==> src/hw/rtl/adsr_pkg.sv <==
package adsr_pkg;

    localparam int DUR_W      = 24;
    localparam int LVL_W      = 16;
    localparam int QUOT_W     = 17;
    localparam int OP_W       = 2;
    localparam int IN_TIME_W  = 32;
    localparam int CFG_IDX_W  = 3;
    localparam int CFG_DATA_W = 24;

    localparam logic [LVL_W-1:0] FULL_SCALE = 16'h8000;
    localparam logic [LVL_W-1:0] FLOOR_LSB  = 16'd3;

    typedef enum logic [OP_W-1:0] {
        OP_SAMPLE   = 2'd0,
        OP_NOTE_ON  = 2'd1,
        OP_NOTE_OFF = 2'd2
    } op_t;

    localparam logic [CFG_IDX_W-1:0] CFG_ATTACK  = 3'd0;
    localparam logic [CFG_IDX_W-1:0] CFG_DECAY   = 3'd1;
    localparam logic [CFG_IDX_W-1:0] CFG_RELEASE = 3'd2;
    localparam logic [CFG_IDX_W-1:0] CFG_START   = 3'd3;
    localparam logic [CFG_IDX_W-1:0] CFG_SUSTAIN = 3'd4;

    // Status handed from the multiply-divide unit to the sequencer.
    typedef struct packed {
        logic done;
        logic sat;
    } mdu_status_t;

endpackage

==> src/hw/rtl/adsr_mdu.sv <==
module adsr_mdu #(
    parameter int NUM_W = 32
) (
    input  logic                          aclk,
    input  logic                          aresetn,
    input  logic                          start,
    input  logic [NUM_W-1:0]              num_in,
    input  logic [adsr_pkg::LVL_W-1:0]    mag_in,
    input  logic [adsr_pkg::DUR_W-1:0]    den_in,
    output logic [adsr_pkg::QUOT_W-1:0]   quot_out,
    output adsr_pkg::mdu_status_t         status
);
    import adsr_pkg::*;

    localparam int PW    = NUM_W + LVL_W;
    localparam int HW    = PW - QUOT_W;
    localparam int CW    = (HW > DUR_W) ? HW : DUR_W;
    localparam int CNT_W = $clog2(QUOT_W);
    localparam int TR_W  = DUR_W + 2;

    typedef enum logic [3:0] {
        PH_IDLE = 4'b0001,
        PH_MUL  = 4'b0010,
        PH_CHK  = 4'b0100,
        PH_DIV  = 4'b1000
    } phase_t;

    phase_t              phase_reg, phase_next;
    logic [NUM_W-1:0]    num_reg, num_next;
    logic [LVL_W-1:0]    mag_reg, mag_next;
    logic [DUR_W-1:0]    den_reg, den_next;
    logic [PW-1:0]       prod_reg, prod_next;
    logic [DUR_W-1:0]    rem_reg, rem_next;
    logic [QUOT_W-1:0]   quo_reg, quo_next;
    logic [CNT_W-1:0]    cnt_reg, cnt_next;
    mdu_status_t         status_reg, status_next;
    logic [TR_W-1:0]     trial;

    // One restoring step: shift the next dividend bit into the remainder and
    // try to take the divisor away.
    assign trial = {1'b0, rem_reg, quo_reg[QUOT_W-1]} - {2'b00, den_reg};

    always_comb begin
        phase_next  = phase_reg;
        num_next    = num_reg;
        mag_next    = mag_reg;
        den_next    = den_reg;
        prod_next   = prod_reg;
        rem_next    = rem_reg;
        quo_next    = quo_reg;
        cnt_next    = cnt_reg;
        status_next = '0;
        case (phase_reg)
            PH_IDLE: begin
                if (start) begin
                    num_next   = num_in;
                    mag_next   = mag_in;
                    den_next   = den_in;
                    phase_next = PH_MUL;
                end
            end
            PH_MUL: begin
                prod_next  = PW'(num_reg) * PW'(mag_reg);
                phase_next = PH_CHK;
            end
            PH_CHK: begin
                // A quotient that needs more than QUOT_W bits is only ever
                // clipped to full scale afterwards, so it is flagged instead.
                if (CW'(prod_reg[PW-1:QUOT_W]) >= CW'(den_reg)) begin
                    status_next.done = 1'b1;
                    status_next.sat  = 1'b1;
                    phase_next       = PH_IDLE;
                end else begin
                    rem_next   = DUR_W'(prod_reg[PW-1:QUOT_W]);
                    quo_next   = prod_reg[QUOT_W-1:0];
                    cnt_next   = '0;
                    phase_next = PH_DIV;
                end
            end
            PH_DIV: begin
                if (!trial[TR_W-1]) begin
                    rem_next = trial[DUR_W-1:0];
                end else begin
                    rem_next = {rem_reg[DUR_W-2:0], quo_reg[QUOT_W-1]};
                end
                quo_next = {quo_reg[QUOT_W-2:0], ~trial[TR_W-1]};
                cnt_next = cnt_reg + 1'b1;
                if (cnt_reg == CNT_W'(QUOT_W - 1)) begin
                    status_next.done = 1'b1;
                    phase_next       = PH_IDLE;
                end
            end
            default: begin
                phase_next = PH_IDLE;
            end
        endcase
    end

    always_ff @(posedge aclk) begin
        if (!aresetn) begin
            phase_reg  <= PH_IDLE;
            status_reg <= '0;
            cnt_reg    <= '0;
        end else begin
            phase_reg  <= phase_next;
            status_reg <= status_next;
            cnt_reg    <= cnt_next;
        end
    end

    always_ff @(posedge aclk) begin
        num_reg  <= num_next;
        mag_reg  <= mag_next;
        den_reg  <= den_next;
        prod_reg <= prod_next;
        rem_reg  <= rem_next;
        quo_reg  <= quo_next;
    end

    assign quot_out = quo_reg;
    assign status   = status_reg;

endmodule

==> src/hw/rtl/adsr_envelope_generator.sv <==
// Linear ADSR envelope generator.
// Input channel (s_): one beat per item. s_tuser carries the operation
// (sample request, note on, note off) and s_tdata the time in sample ticks.
// Note on and note off take effect in the cycle they are accepted and give
// no result. A sample request gives one beat on the result channel (m_),
// m_tdata holding the amplitude in Q1.15, 0 to 32768.
// Configuration channel (cfg_): one register write per beat, always ready;
// write only while no sample request is in progress.
// Steps of a sample request: time subtraction and compare (ST_DIFF, ST_SUB,
// ST_CLASS); then either the level follows without arithmetic (before the
// attack, sustain hold, release finished), or the shared unit multiplies,
// checks the range (a quotient that overflows skips the division and
// saturates) and takes 17 steps of its restoring divider, hands the quotient
// back, and the final add and clip follow. s_tready is low for that whole
// time, so a new item is taken only once the sample request is through.
// The result sits in an output register; while the receiver stalls
// the block keeps taking note items, and a finished sample request waits
// until that register is free.
// Reset restores the default durations and levels, clears both trigger
// times and the gate, and empties the output register.
module adsr_envelope_generator #(
    parameter int TIME_WIDTH = 32
) (
    input  logic                              aclk,
    input  logic                              aresetn,
    input  logic                              s_tvalid,
    output logic                              s_tready,
    input  logic [adsr_pkg::IN_TIME_W-1:0]    s_tdata,   // [31:0] time_ticks
    input  logic [adsr_pkg::OP_W-1:0]         s_tuser,   // [1:0] operation
    output logic                              m_tvalid,
    input  logic                              m_tready,
    output logic [adsr_pkg::LVL_W-1:0]        m_tdata,   // [15:0] amplitude
    input  logic                              cfg_valid,
    output logic                              cfg_ready,
    input  logic [adsr_pkg::CFG_IDX_W-1:0]    cfg_index,
    input  logic [adsr_pkg::CFG_DATA_W-1:0]   cfg_data
);
    import adsr_pkg::*;

    localparam int TW = (TIME_WIDTH < IN_TIME_W) ? TIME_WIDTH : IN_TIME_W;
    localparam int DW = TW + 1;
    localparam int EW = ((DW > DUR_W + 1) ? DW : DUR_W + 1) + 1;
    localparam int SW = QUOT_W + 2;

    typedef enum logic [5:0] {
        ST_IDLE  = 6'b000001,
        ST_DIFF  = 6'b000010,
        ST_SUB   = 6'b000100,
        ST_CLASS = 6'b001000,
        ST_CALC  = 6'b010000,
        ST_FIN   = 6'b100000
    } state_t;

    state_t              state_reg, state_next;
    logic [DUR_W-1:0]    attack_reg, attack_next;
    logic [DUR_W-1:0]    decay_reg, decay_next;
    logic [DUR_W-1:0]    release_reg, release_next;
    logic [LVL_W-1:0]    start_reg, start_next;
    logic [LVL_W-1:0]    sustain_reg, sustain_next;
    logic [TW-1:0]       trig_on_reg, trig_on_next;
    logic [TW-1:0]       trig_off_reg, trig_off_next;
    logic                gate_reg, gate_next;
    logic [TW-1:0]       now_reg, now_next;
    logic [DW-1:0]       diff_reg, diff_next;
    logic [EW-1:0]       rel_reg, rel_next;
    logic [LVL_W-1:0]    base_reg, base_next;
    logic                add_reg, add_next;
    logic [QUOT_W-1:0]   q_reg, q_next;
    logic                m_tvalid_reg, m_tvalid_next;
    logic [LVL_W-1:0]    m_tdata_reg, m_tdata_next;

    logic [DUR_W-1:0]    at_eff, dt_eff, rt_eff;
    logic [LVL_W-1:0]    st_eff, su_eff, lvl_gap;
    logic [LVL_W:0]      gap_signed;
    logic                diff_neg, rel_nonpos, decay_in;
    logic [DW-1:0]       diff_abs_full;
    logic [TW-1:0]       diff_abs;

    logic                mdu_start;
    logic [TW-1:0]       op_num;
    logic [LVL_W-1:0]    op_mag;
    logic [DUR_W-1:0]    op_den;
    logic                op_direct;
    logic [LVL_W-1:0]    op_value;
    logic [LVL_W-1:0]    op_base;
    logic                op_add;
    logic [QUOT_W-1:0]   mdu_quot;
    mdu_status_t         mdu_status;

    logic [SW-1:0]       level_sum;
    logic [LVL_W-1:0]    level_out;
    logic                s_fire, out_free;

    assign s_tready  = (state_reg == ST_IDLE);
    assign cfg_ready = 1'b1;
    assign s_fire    = s_tvalid && s_tready;
    assign out_free  = !m_tvalid_reg || m_tready;
    assign m_tvalid  = m_tvalid_reg;
    assign m_tdata   = m_tdata_reg;

    // A duration of zero counts as one tick; levels clip at full scale.
    assign at_eff = (attack_reg == '0) ? DUR_W'(1) : attack_reg;
    assign dt_eff = (decay_reg == '0) ? DUR_W'(1) : decay_reg;
    assign rt_eff = (release_reg == '0) ? DUR_W'(1) : release_reg;
    assign st_eff = (start_reg > FULL_SCALE) ? FULL_SCALE : start_reg;
    assign su_eff = (sustain_reg > FULL_SCALE) ? FULL_SCALE : sustain_reg;

    assign gap_signed    = {1'b0, su_eff} - {1'b0, st_eff};
    assign lvl_gap       = gap_signed[LVL_W] ? LVL_W'(-gap_signed) : gap_signed[LVL_W-1:0];
    assign diff_neg      = diff_reg[DW-1];
    assign diff_abs_full = diff_neg ? (-diff_reg) : diff_reg;
    assign diff_abs      = diff_abs_full[TW-1:0];
    assign rel_nonpos    = rel_reg[EW-1] || (rel_reg == '0);
    assign decay_in      = $signed(rel_reg) <= $signed({{(EW-DUR_W){1'b0}}, dt_eff});

    // Pick the segment of the envelope and the operands for the shared unit.
    always_comb begin
        op_num    = diff_abs;
        op_mag    = st_eff;
        op_den    = at_eff;
        op_direct = 1'b0;
        op_value  = '0;
        op_base   = '0;
        op_add    = 1'b1;
        if (gate_reg) begin
            if (diff_neg) begin
                op_direct = 1'b1;
            end else if (rel_nonpos) begin
                op_num = diff_abs;
            end else if (decay_in) begin
                op_num  = rel_reg[TW-1:0];
                op_mag  = lvl_gap;
                op_den  = dt_eff;
                op_base = st_eff;
                op_add  = !gap_signed[LVL_W];
            end else begin
                op_direct = 1'b1;
                op_value  = su_eff;
            end
        end else begin
            op_mag  = su_eff;
            op_den  = rt_eff;
            op_base = su_eff;
            if (!rel_reg[EW-1]) begin
                op_direct = 1'b1;
            end else begin
                // Before the release point the level rises above sustain.
                op_add = diff_neg;
            end
        end
    end

    assign mdu_start = (state_reg == ST_CLASS) && !op_direct;

    adsr_mdu #(
        .NUM_W (TW)
    ) u_mdu (
        .aclk     (aclk),
        .aresetn  (aresetn),
        .start    (mdu_start),
        .num_in   (op_num),
        .mag_in   (op_mag),
        .den_in   (op_den),
        .quot_out (mdu_quot),
        .status   (mdu_status)
    );

    always_comb begin
        if (add_reg) begin
            level_sum = {{(SW-LVL_W){1'b0}}, base_reg} + {{(SW-QUOT_W){1'b0}}, q_reg};
        end else begin
            level_sum = {{(SW-LVL_W){1'b0}}, base_reg} - {{(SW-QUOT_W){1'b0}}, q_reg};
        end
        if ($signed(level_sum) <= $signed({{(SW-LVL_W){1'b0}}, FLOOR_LSB})) begin
            level_out = '0;
        end else if ($signed(level_sum) > $signed({{(SW-LVL_W){1'b0}}, FULL_SCALE})) begin
            level_out = FULL_SCALE;
        end else begin
            level_out = level_sum[LVL_W-1:0];
        end
    end

    always_comb begin
        state_next    = state_reg;
        attack_next   = attack_reg;
        decay_next    = decay_reg;
        release_next  = release_reg;
        start_next    = start_reg;
        sustain_next  = sustain_reg;
        trig_on_next  = trig_on_reg;
        trig_off_next = trig_off_reg;
        gate_next     = gate_reg;
        now_next      = now_reg;
        diff_next     = diff_reg;
        rel_next      = rel_reg;
        base_next     = base_reg;
        add_next      = add_reg;
        q_next        = q_reg;
        m_tvalid_next = m_tvalid_reg && !m_tready;
        m_tdata_next  = m_tdata_reg;

        if (cfg_valid && cfg_ready) begin
            case (cfg_index)
                CFG_ATTACK:  attack_next  = cfg_data[DUR_W-1:0];
                CFG_DECAY:   decay_next   = cfg_data[DUR_W-1:0];
                CFG_RELEASE: release_next = cfg_data[DUR_W-1:0];
                CFG_START:   start_next   = cfg_data[LVL_W-1:0];
                CFG_SUSTAIN: sustain_next = cfg_data[LVL_W-1:0];
                default: begin
                end
            endcase
        end

        case (state_reg)
            ST_IDLE: begin
                if (s_fire) begin
                    case (s_tuser)
                        OP_SAMPLE: begin
                            now_next   = s_tdata[TW-1:0];
                            state_next = ST_DIFF;
                        end
                        OP_NOTE_ON: begin
                            trig_on_next = s_tdata[TW-1:0];
                            gate_next    = 1'b1;
                        end
                        OP_NOTE_OFF: begin
                            trig_off_next = s_tdata[TW-1:0];
                            gate_next     = 1'b0;
                        end
                        default: begin
                        end
                    endcase
                end
            end
            ST_DIFF: begin
                diff_next  = {1'b0, now_reg} - {1'b0, gate_reg ? trig_on_reg : trig_off_reg};
                state_next = ST_SUB;
            end
            ST_SUB: begin
                rel_next = {{(EW-DW){diff_reg[DW-1]}}, diff_reg}
                         - {{(EW-DUR_W){1'b0}}, gate_reg ? at_eff : rt_eff};
                state_next = ST_CLASS;
            end
            ST_CLASS: begin
                if (op_direct) begin
                    base_next  = op_value;
                    add_next   = 1'b1;
                    q_next     = '0;
                    state_next = ST_FIN;
                end else begin
                    base_next  = op_base;
                    add_next   = op_add;
                    state_next = ST_CALC;
                end
            end
            ST_CALC: begin
                if (mdu_status.done) begin
                    q_next     = mdu_status.sat ? '1 : mdu_quot;
                    state_next = ST_FIN;
                end
            end
            ST_FIN: begin
                if (out_free) begin
                    m_tvalid_next = 1'b1;
                    m_tdata_next  = level_out;
                    state_next    = ST_IDLE;
                end
            end
            default: begin
                state_next = ST_IDLE;
            end
        endcase
    end

    always_ff @(posedge aclk) begin
        if (!aresetn) begin
            state_reg    <= ST_IDLE;
            attack_reg   <= DUR_W'(441);
            decay_reg    <= DUR_W'(44100);
            release_reg  <= DUR_W'(44100);
            start_reg    <= FULL_SCALE;
            sustain_reg  <= '0;
            trig_on_reg  <= '0;
            trig_off_reg <= '0;
            gate_reg     <= 1'b0;
            m_tvalid_reg <= 1'b0;
        end else begin
            state_reg    <= state_next;
            attack_reg   <= attack_next;
            decay_reg    <= decay_next;
            release_reg  <= release_next;
            start_reg    <= start_next;
            sustain_reg  <= sustain_next;
            trig_on_reg  <= trig_on_next;
            trig_off_reg <= trig_off_next;
            gate_reg     <= gate_next;
            m_tvalid_reg <= m_tvalid_next;
        end
    end

    always_ff @(posedge aclk) begin
        now_reg     <= now_next;
        diff_reg    <= diff_next;
        rel_reg     <= rel_next;
        base_reg    <= base_next;
        add_reg     <= add_next;
        q_reg       <= q_next;
        m_tdata_reg <= m_tdata_next;
    end

endmodule

==> config.mk <==
export PLATFORM = sky130hd
export DESIGN_NAME = adsr_envelope_generator
export DESIGN_NICKNAME = d
export VERILOG_FILES = /design/src/hw/rtl/adsr_pkg.sv /design/src/hw/rtl/adsr_mdu.sv /design/src/hw/rtl/adsr_envelope_generator.sv
export SDC_FILE = /design/constraint.sdc
export NUM_CORES = 2
export LEC_CHECK = 0
export BUFFER_PORTS_ARGS = -buffer_cell sky130_fd_sc_hd__buf_2
export CORE_UTILIZATION = 38
export CTS_BUF_LIST = sky130_fd_sc_hd__clkbuf_4 sky130_fd_sc_hd__clkbuf_8 sky130_fd_sc_hd__clkbuf_16
export DETAILED_ROUTE_END_ITERATION = 6
export GPL_ROUTABILITY_DRIVEN = 1
export SLEW_MARGIN = 10
export SYNTH_ARGS = -nofsm -noshare
export SYNTH_HDL_FRONTEND = slang
export SYNTH_SLANG_ARGS = --single-unit
==> constraint.sdc <==
create_clock -name aclk -period 6.9 [get_ports aclk]
set_input_delay 0.69 -clock aclk [delete_from_list [all_inputs] [get_ports aclk]]
set_output_delay 0.69 -clock aclk [all_outputs]
set_load 0.01 [all_outputs]
======== Word level (Yosys, flattened, before mapping) ========
Index checks and enable logic that the tools add are counted.
word-level totals
  bits in registers ....................... 497
  input bits .............................. 66
  output and inout port bits .............. 19
  logic and storage cells ................. 174
cells by class
  add/subtract/negate cells ............... 9
  multipliers ............................. 1
  order comparisons ....................... 6
  equal/unequal tests ..................... 25
  muxes and demuxes ....................... 69
  bitwise operators ....................... 1
  reductions and logical operators ........ 35
operator list
  cell                  number
  $mux 16               17
  $mux 24               10
  $mux 32               6
  $logic_not 24->1      3
  $mux 17               4
  $pmux 17 s2           2
  $mul 32x16->48        1
  $pmux 24 s2           1
  $pmux 6 s6            1
  $le 34x25->1          1
  $logic_not 34->1      1
  $sub 33x25->34        1
  $sub 32x32->33        1
  $gt 16x16->1 const B  2
  $neg 32->32           1
  $ge 31x24->1          1
  $mux 6                5
  $sub 25x24->26        1
  $reduce_and 2->1      10
  $gt 19x17->1 const B  1
  $le 19x3->1 const B   1
  $mux 19               1
  $add 16x17->18        1
  $sub 16x17->18        1
  other kinds (38)      72

======== Logic depth before layout (Yosys ltp) ========
  depth in word-level cells ............... 11
  depth in mapped cells ................... 25
  mapped depth without buffers ............ 24

======== Modules after synthesis ========
Synthesis repeated with hierarchy kept, for this count alone.
unflattened totals
  cells, all modules ...................... 4891
  area total of the unflattened synthesis .. 44805.5 um2
modules (own cells, without submodules)
  module                   times used  cells each  area each (um2)  sequential area each (um2)
  adsr_mdu                 1           2470        24039.3          5054.8
  adsr_envelope_generator  1           2421        20766.2          7997.7

======== Worst setup path before layout ========
Ideal clock, no wire load.
  path type ............................... reg2reg
  start ................................... register u_mdu.mag_reg[6]
  end ..................................... register u_mdu.prod_reg[44], data pin
  library setup time ...................... 0.264 ns
  data arrival time ....................... 6.206 ns
  required time ........................... 6.636 ns
  slack ................................... 0.430 ns
  cell stages (with the launch flop) ...... 24
  path buffers ............................ 1
  period minus slack after synthesis ...... 6.470 ns
  cell sequence ........................... edfxtp_1 clkbuf_1 and2_1 fa_1 inv_1 fa_1 fa_1 inv_1 fa_1 fa_1 inv_1 fa_1 inv_1 ha_1 and4_1 and2_1 a22o_1 a211o_1 a21oi_1 o21ai_1 a41o_1 nand4_1 a31oi_1 xor2_1
between the ends
  cells in the longest elaborated chain, start to end .. 1
RTL lines
  item                    RTL line         text
  start, declared         adsr_mdu.sv:30   logic [LVL_W-1:0] mag_reg, mag_next;
  start signal, assigned  adsr_mdu.sv:113  mag_reg <= mag_next;
  $mul 32x16->48          adsr_mdu.sv:63   prod_next = PW'(num_reg) * PW'(mag_reg);
  end signal, assigned    adsr_mdu.sv:115  prod_reg <= prod_next;
  end, declared           adsr_mdu.sv:32   logic [PW-1:0] prod_reg, prod_next;
Every way passes these cells.
A chain may end at the register's enable or synchronous reset.

======== Worst setup path in the final report ========
Same ends and word-level chain as after synthesis.

==> run metrics <==
sequential area share after synthesis between 20 and 30%; Setup CP Type flip-flop to flip-flop; Slew Limit Fails 0; met3 GRT Util 2.10%; Hold WC Path Type input port to flip-flop; final-stage net count about 5700; Slew HR between 20% and 30%; Area Overhead vs Synth 11.8%; post-synth top area share 21.2%; die area roughly 120000 um2; library cells used by synthesis 90; beginning of the critical path u_mdu.mag_reg[6]$_DFFE_PP_; Most used DFF post-synth edfxtp_1; Final Wtd Congestion about 0.9; IO buf count 83; drt via density 5.16; root buf cell clkbuf_16; Antenna Nets Post-Route 0; Cell Chain, Critical Path buf_6 -> and2_1 -> fa_1 -> inv_1 -> fa_1 -> fa_1 -> inv_1 -> fa_1 -> fa_1 -> inv_1 -> fa_1 -> inv_1 -> ha_1 -> and4_4 -> and2_1 -> a22o_1 -> buf_4 -> a211o_4 -> a21oi_4 -> o21ai_2 -> a41o_1 -> nand4_1 -> a31oi_1 -> xor2_1; Final setup viols 0; first-pass GRT wire length about 190000 um; drt drc 0; ranking of synthesized cells by area edfxtp_1 (21%), fa_1 (19%), ha_1 (8.6%); max cap viols 0; Mean Syn Cell Area around 9 um2; H-tree depth 2; Finished Core Util 42.9%; pwr/cell area 142 nW/um2; Site Rows around 120; Mapped Cells approximately 4800; Max stage delay cell, worst path fa_1; crit-path leading delay family adder cells; leakage power roughly 0.021 uW; Worst-path clk slew about 0.060 ns; die width around 340 um; max reg flops 48; # IOs 85; status completed; Synth area leader edfxtp_1; largest net degree at the start of global routing around 100; CP Data Arrival Time 7.13 ns; EDFF count, synth 310; CTS buffer count 57; worst r2r src u_mdu.mag_reg[6]$_DFFE_PP_; clock sink total a little under 500; reg2reg setup slack between 0.15 and 0.2 ns; worst-margin pin slew 1.17 ns; Iteration-0 DRC Markers between 2000 and 2500; Cells after DPL ~6300; gr busiest metal met2; startpoint types flip-flop; minimum clock period roughly 6.7 ns; post-synthesis cell area 43900 um2; post-synthesis register bit count slightly below 500; Die Height 342 um; Via Count between 30000 and 40000; Core Area 114000 um2; global routing usage on met2 between 30% and 40%; drt wl/cell about 18 um; Post-Syn Nets 5576; global route overflow 0; TritonCTS clock tree done; async set-or-reset flop fraction in the synthesized netlist 0%; TritonRoute pass-1 iters 5; critical path's most frequent cell fa_1; WL final roughly 120000 um; Worst path max stage delay 0.54 ns; reg2reg end u_mdu.prod_reg[44]$_DFFE_PN_; final cell count without fillers between 6000 and 7000; Worst Path Buf+Inv 6; crit path to u_mdu.prod_reg[44]$_DFFE_PN_; part of the cycle the worst path needs a little over nine tenths; gr usage total 20.1%; Fmax about 150 MHz; R2R cell count 24; Worst Setup End Kind flip-flop; worst-skew pair later-pin latency 0.65 ns; Data required, critical path between 7 and 8 ns; initial antenna violation count 3; Max Root-Sink Buffers 3; Warnings, synthesis 0; number of fill cells in the layout roughly 11000; CP Depth 24; vias in the first global route approximately 33000; Reg area ~13000 um2; crit path max fanout 4; fraction of layout cells with a size suffix above 1 under 10%; starting density of the core between 30% and 40%; Final HPWL DP slightly above 90000 um; Hold Fails Final Rpt 0; VDD IR max about 200 uV; met1 Usage GRT approximately 29%; multi-input gate area in the final layout ~28000 um2; Final Skew between 0.06 and 0.07 ns
## worst min path at each step
| stage | depth (start not counted) | slack (ns) | end | from |
|---|---|---|---|---|
| 2_1_floorplan | 2 | 0.44 | trig_on_reg[0]$_SDFFE_PN0P_ | trig_on_reg[0]$_SDFFE_PN0P_ |
| 3_3_place_gp | 2 | 0.45 | trig_on_reg[16]$_SDFFE_PN0P_ | trig_on_reg[16]$_SDFFE_PN0P_ |
| 3_5_place_dp | 2 | 0.46 | trig_off_reg[1]$_SDFFE_PN0P_ | trig_off_reg[1]$_SDFFE_PN0P_ |
| 4_1_cts | 1 | 0.20 | now_reg[17]$_DFFE_PP_ | s_tdata[17] |
| 5_1_grt | 1 | 0.22 | now_reg[11]$_DFFE_PP_ | s_tdata[11] |
| 6_report | 1 | 0.24 | now_reg[17]$_DFFE_PP_ | s_tdata[17] |
## cells in the mapped netlist, drive strengths merged (113+ instances only)
cell type and n:
edfxtp 310, dfxtp 187, ha 303, fa 424, clkbuf 199, a21boi 158
xnor2 113, inv 609, o21ai 130, nand2 848, and2 232, nor2 238
a21oi 230
## cell families (layout without fill, tap and decap cells)
logic type                 after synthesis  after routing  synth area share (%)
and+or+nand+nor                       1642           1642                  17.1
AOI/OAI and AO/OA                      833            833                  12.6
buffers and inverters                  820            971                  7.05
adders and majority gates              727            727                  28.0
DFF                                    497            497                  29.7
xor gates and xnor gates               182            182                  3.65
muxes                                   81             81                  1.86
other                                    1              3               0.00854
## routing by layer
| metal | share of wire, % | routed length, um |
|---|---|---|
| met2 | 46 | 53200 |
| met1 | 46 | 53900 |
| met3 | 5.0 | 5800 |
| met5 | 0.0095 | 11 |
| met4 | 2.6 | 2970 |
## layout by cell type, fill, tap and decap left out, drive strengths merged, types with 8 or more instances in the layout
cell    count
nand2     848
inv       609
fa        424
edfxtp    310
ha        303
buf       254
nor2      238
and2      232
a21oi     230
dfxtp     187
a21boi    158
o21ai     130
xnor2     113
clkbuf     82
a21o       77
mux2i      77
xor2       69
nor3       62
nand3      53
nor4       46
nor2b      31
nand4      29
o21a       25
o211ai     25
o21bai     25
nand2b     23
clkinv     22
and3       21
a31oi      19
o31ai      17
a211oi     17
o22ai      16
or3        11
a31o       11
a41oi      10
nor3b       9
nand3b      8
## layout make-up
type                       instances  area share [%]
tap                             1512            3.85
sequential                       497            26.6
clock inverter                    25           0.495
multi-input combinational       3466            56.9
timing repair buffer             254            3.89
inverter                         610            4.67
antenna                            2          0.0102
clock buffer                      82            3.57
## power breakdown
group	switching [uW]	total, uW	internal (uW)	leakage [uW]
combinational	359	602	243	0.0160
sequential	43.9	3230	3190	0.00426
clock	1300	3150	1850	0.00100
total	1700	6980	5280	0.0213
## per-stage QoR
stage	setup WS (ns)	total power, uW	area, um2	hold slack, ns	setup TNS, ns
floorplan	0.430	3710	43900	0.440	0
global placement	0.0147	3880	46800	0.450	0
detailed placement	-0.0530	3890	46800	0.455	-0.159
CTS	0.0133	7050	48800	0.201	0
global route	-0.0432	7220	49100	0.221	-0.0961
finish	0.170	6980	49100	0.243	0
## timing repair
item,4_1_cts,5_1_grt
cloned,0,1
gates resized for setup,2,34
setup buffers,0,11
hold buffers,0,0
endpoints found under the setup margin,3,15
pin swaps,0,19
Power figures use the tool's default switching activity.
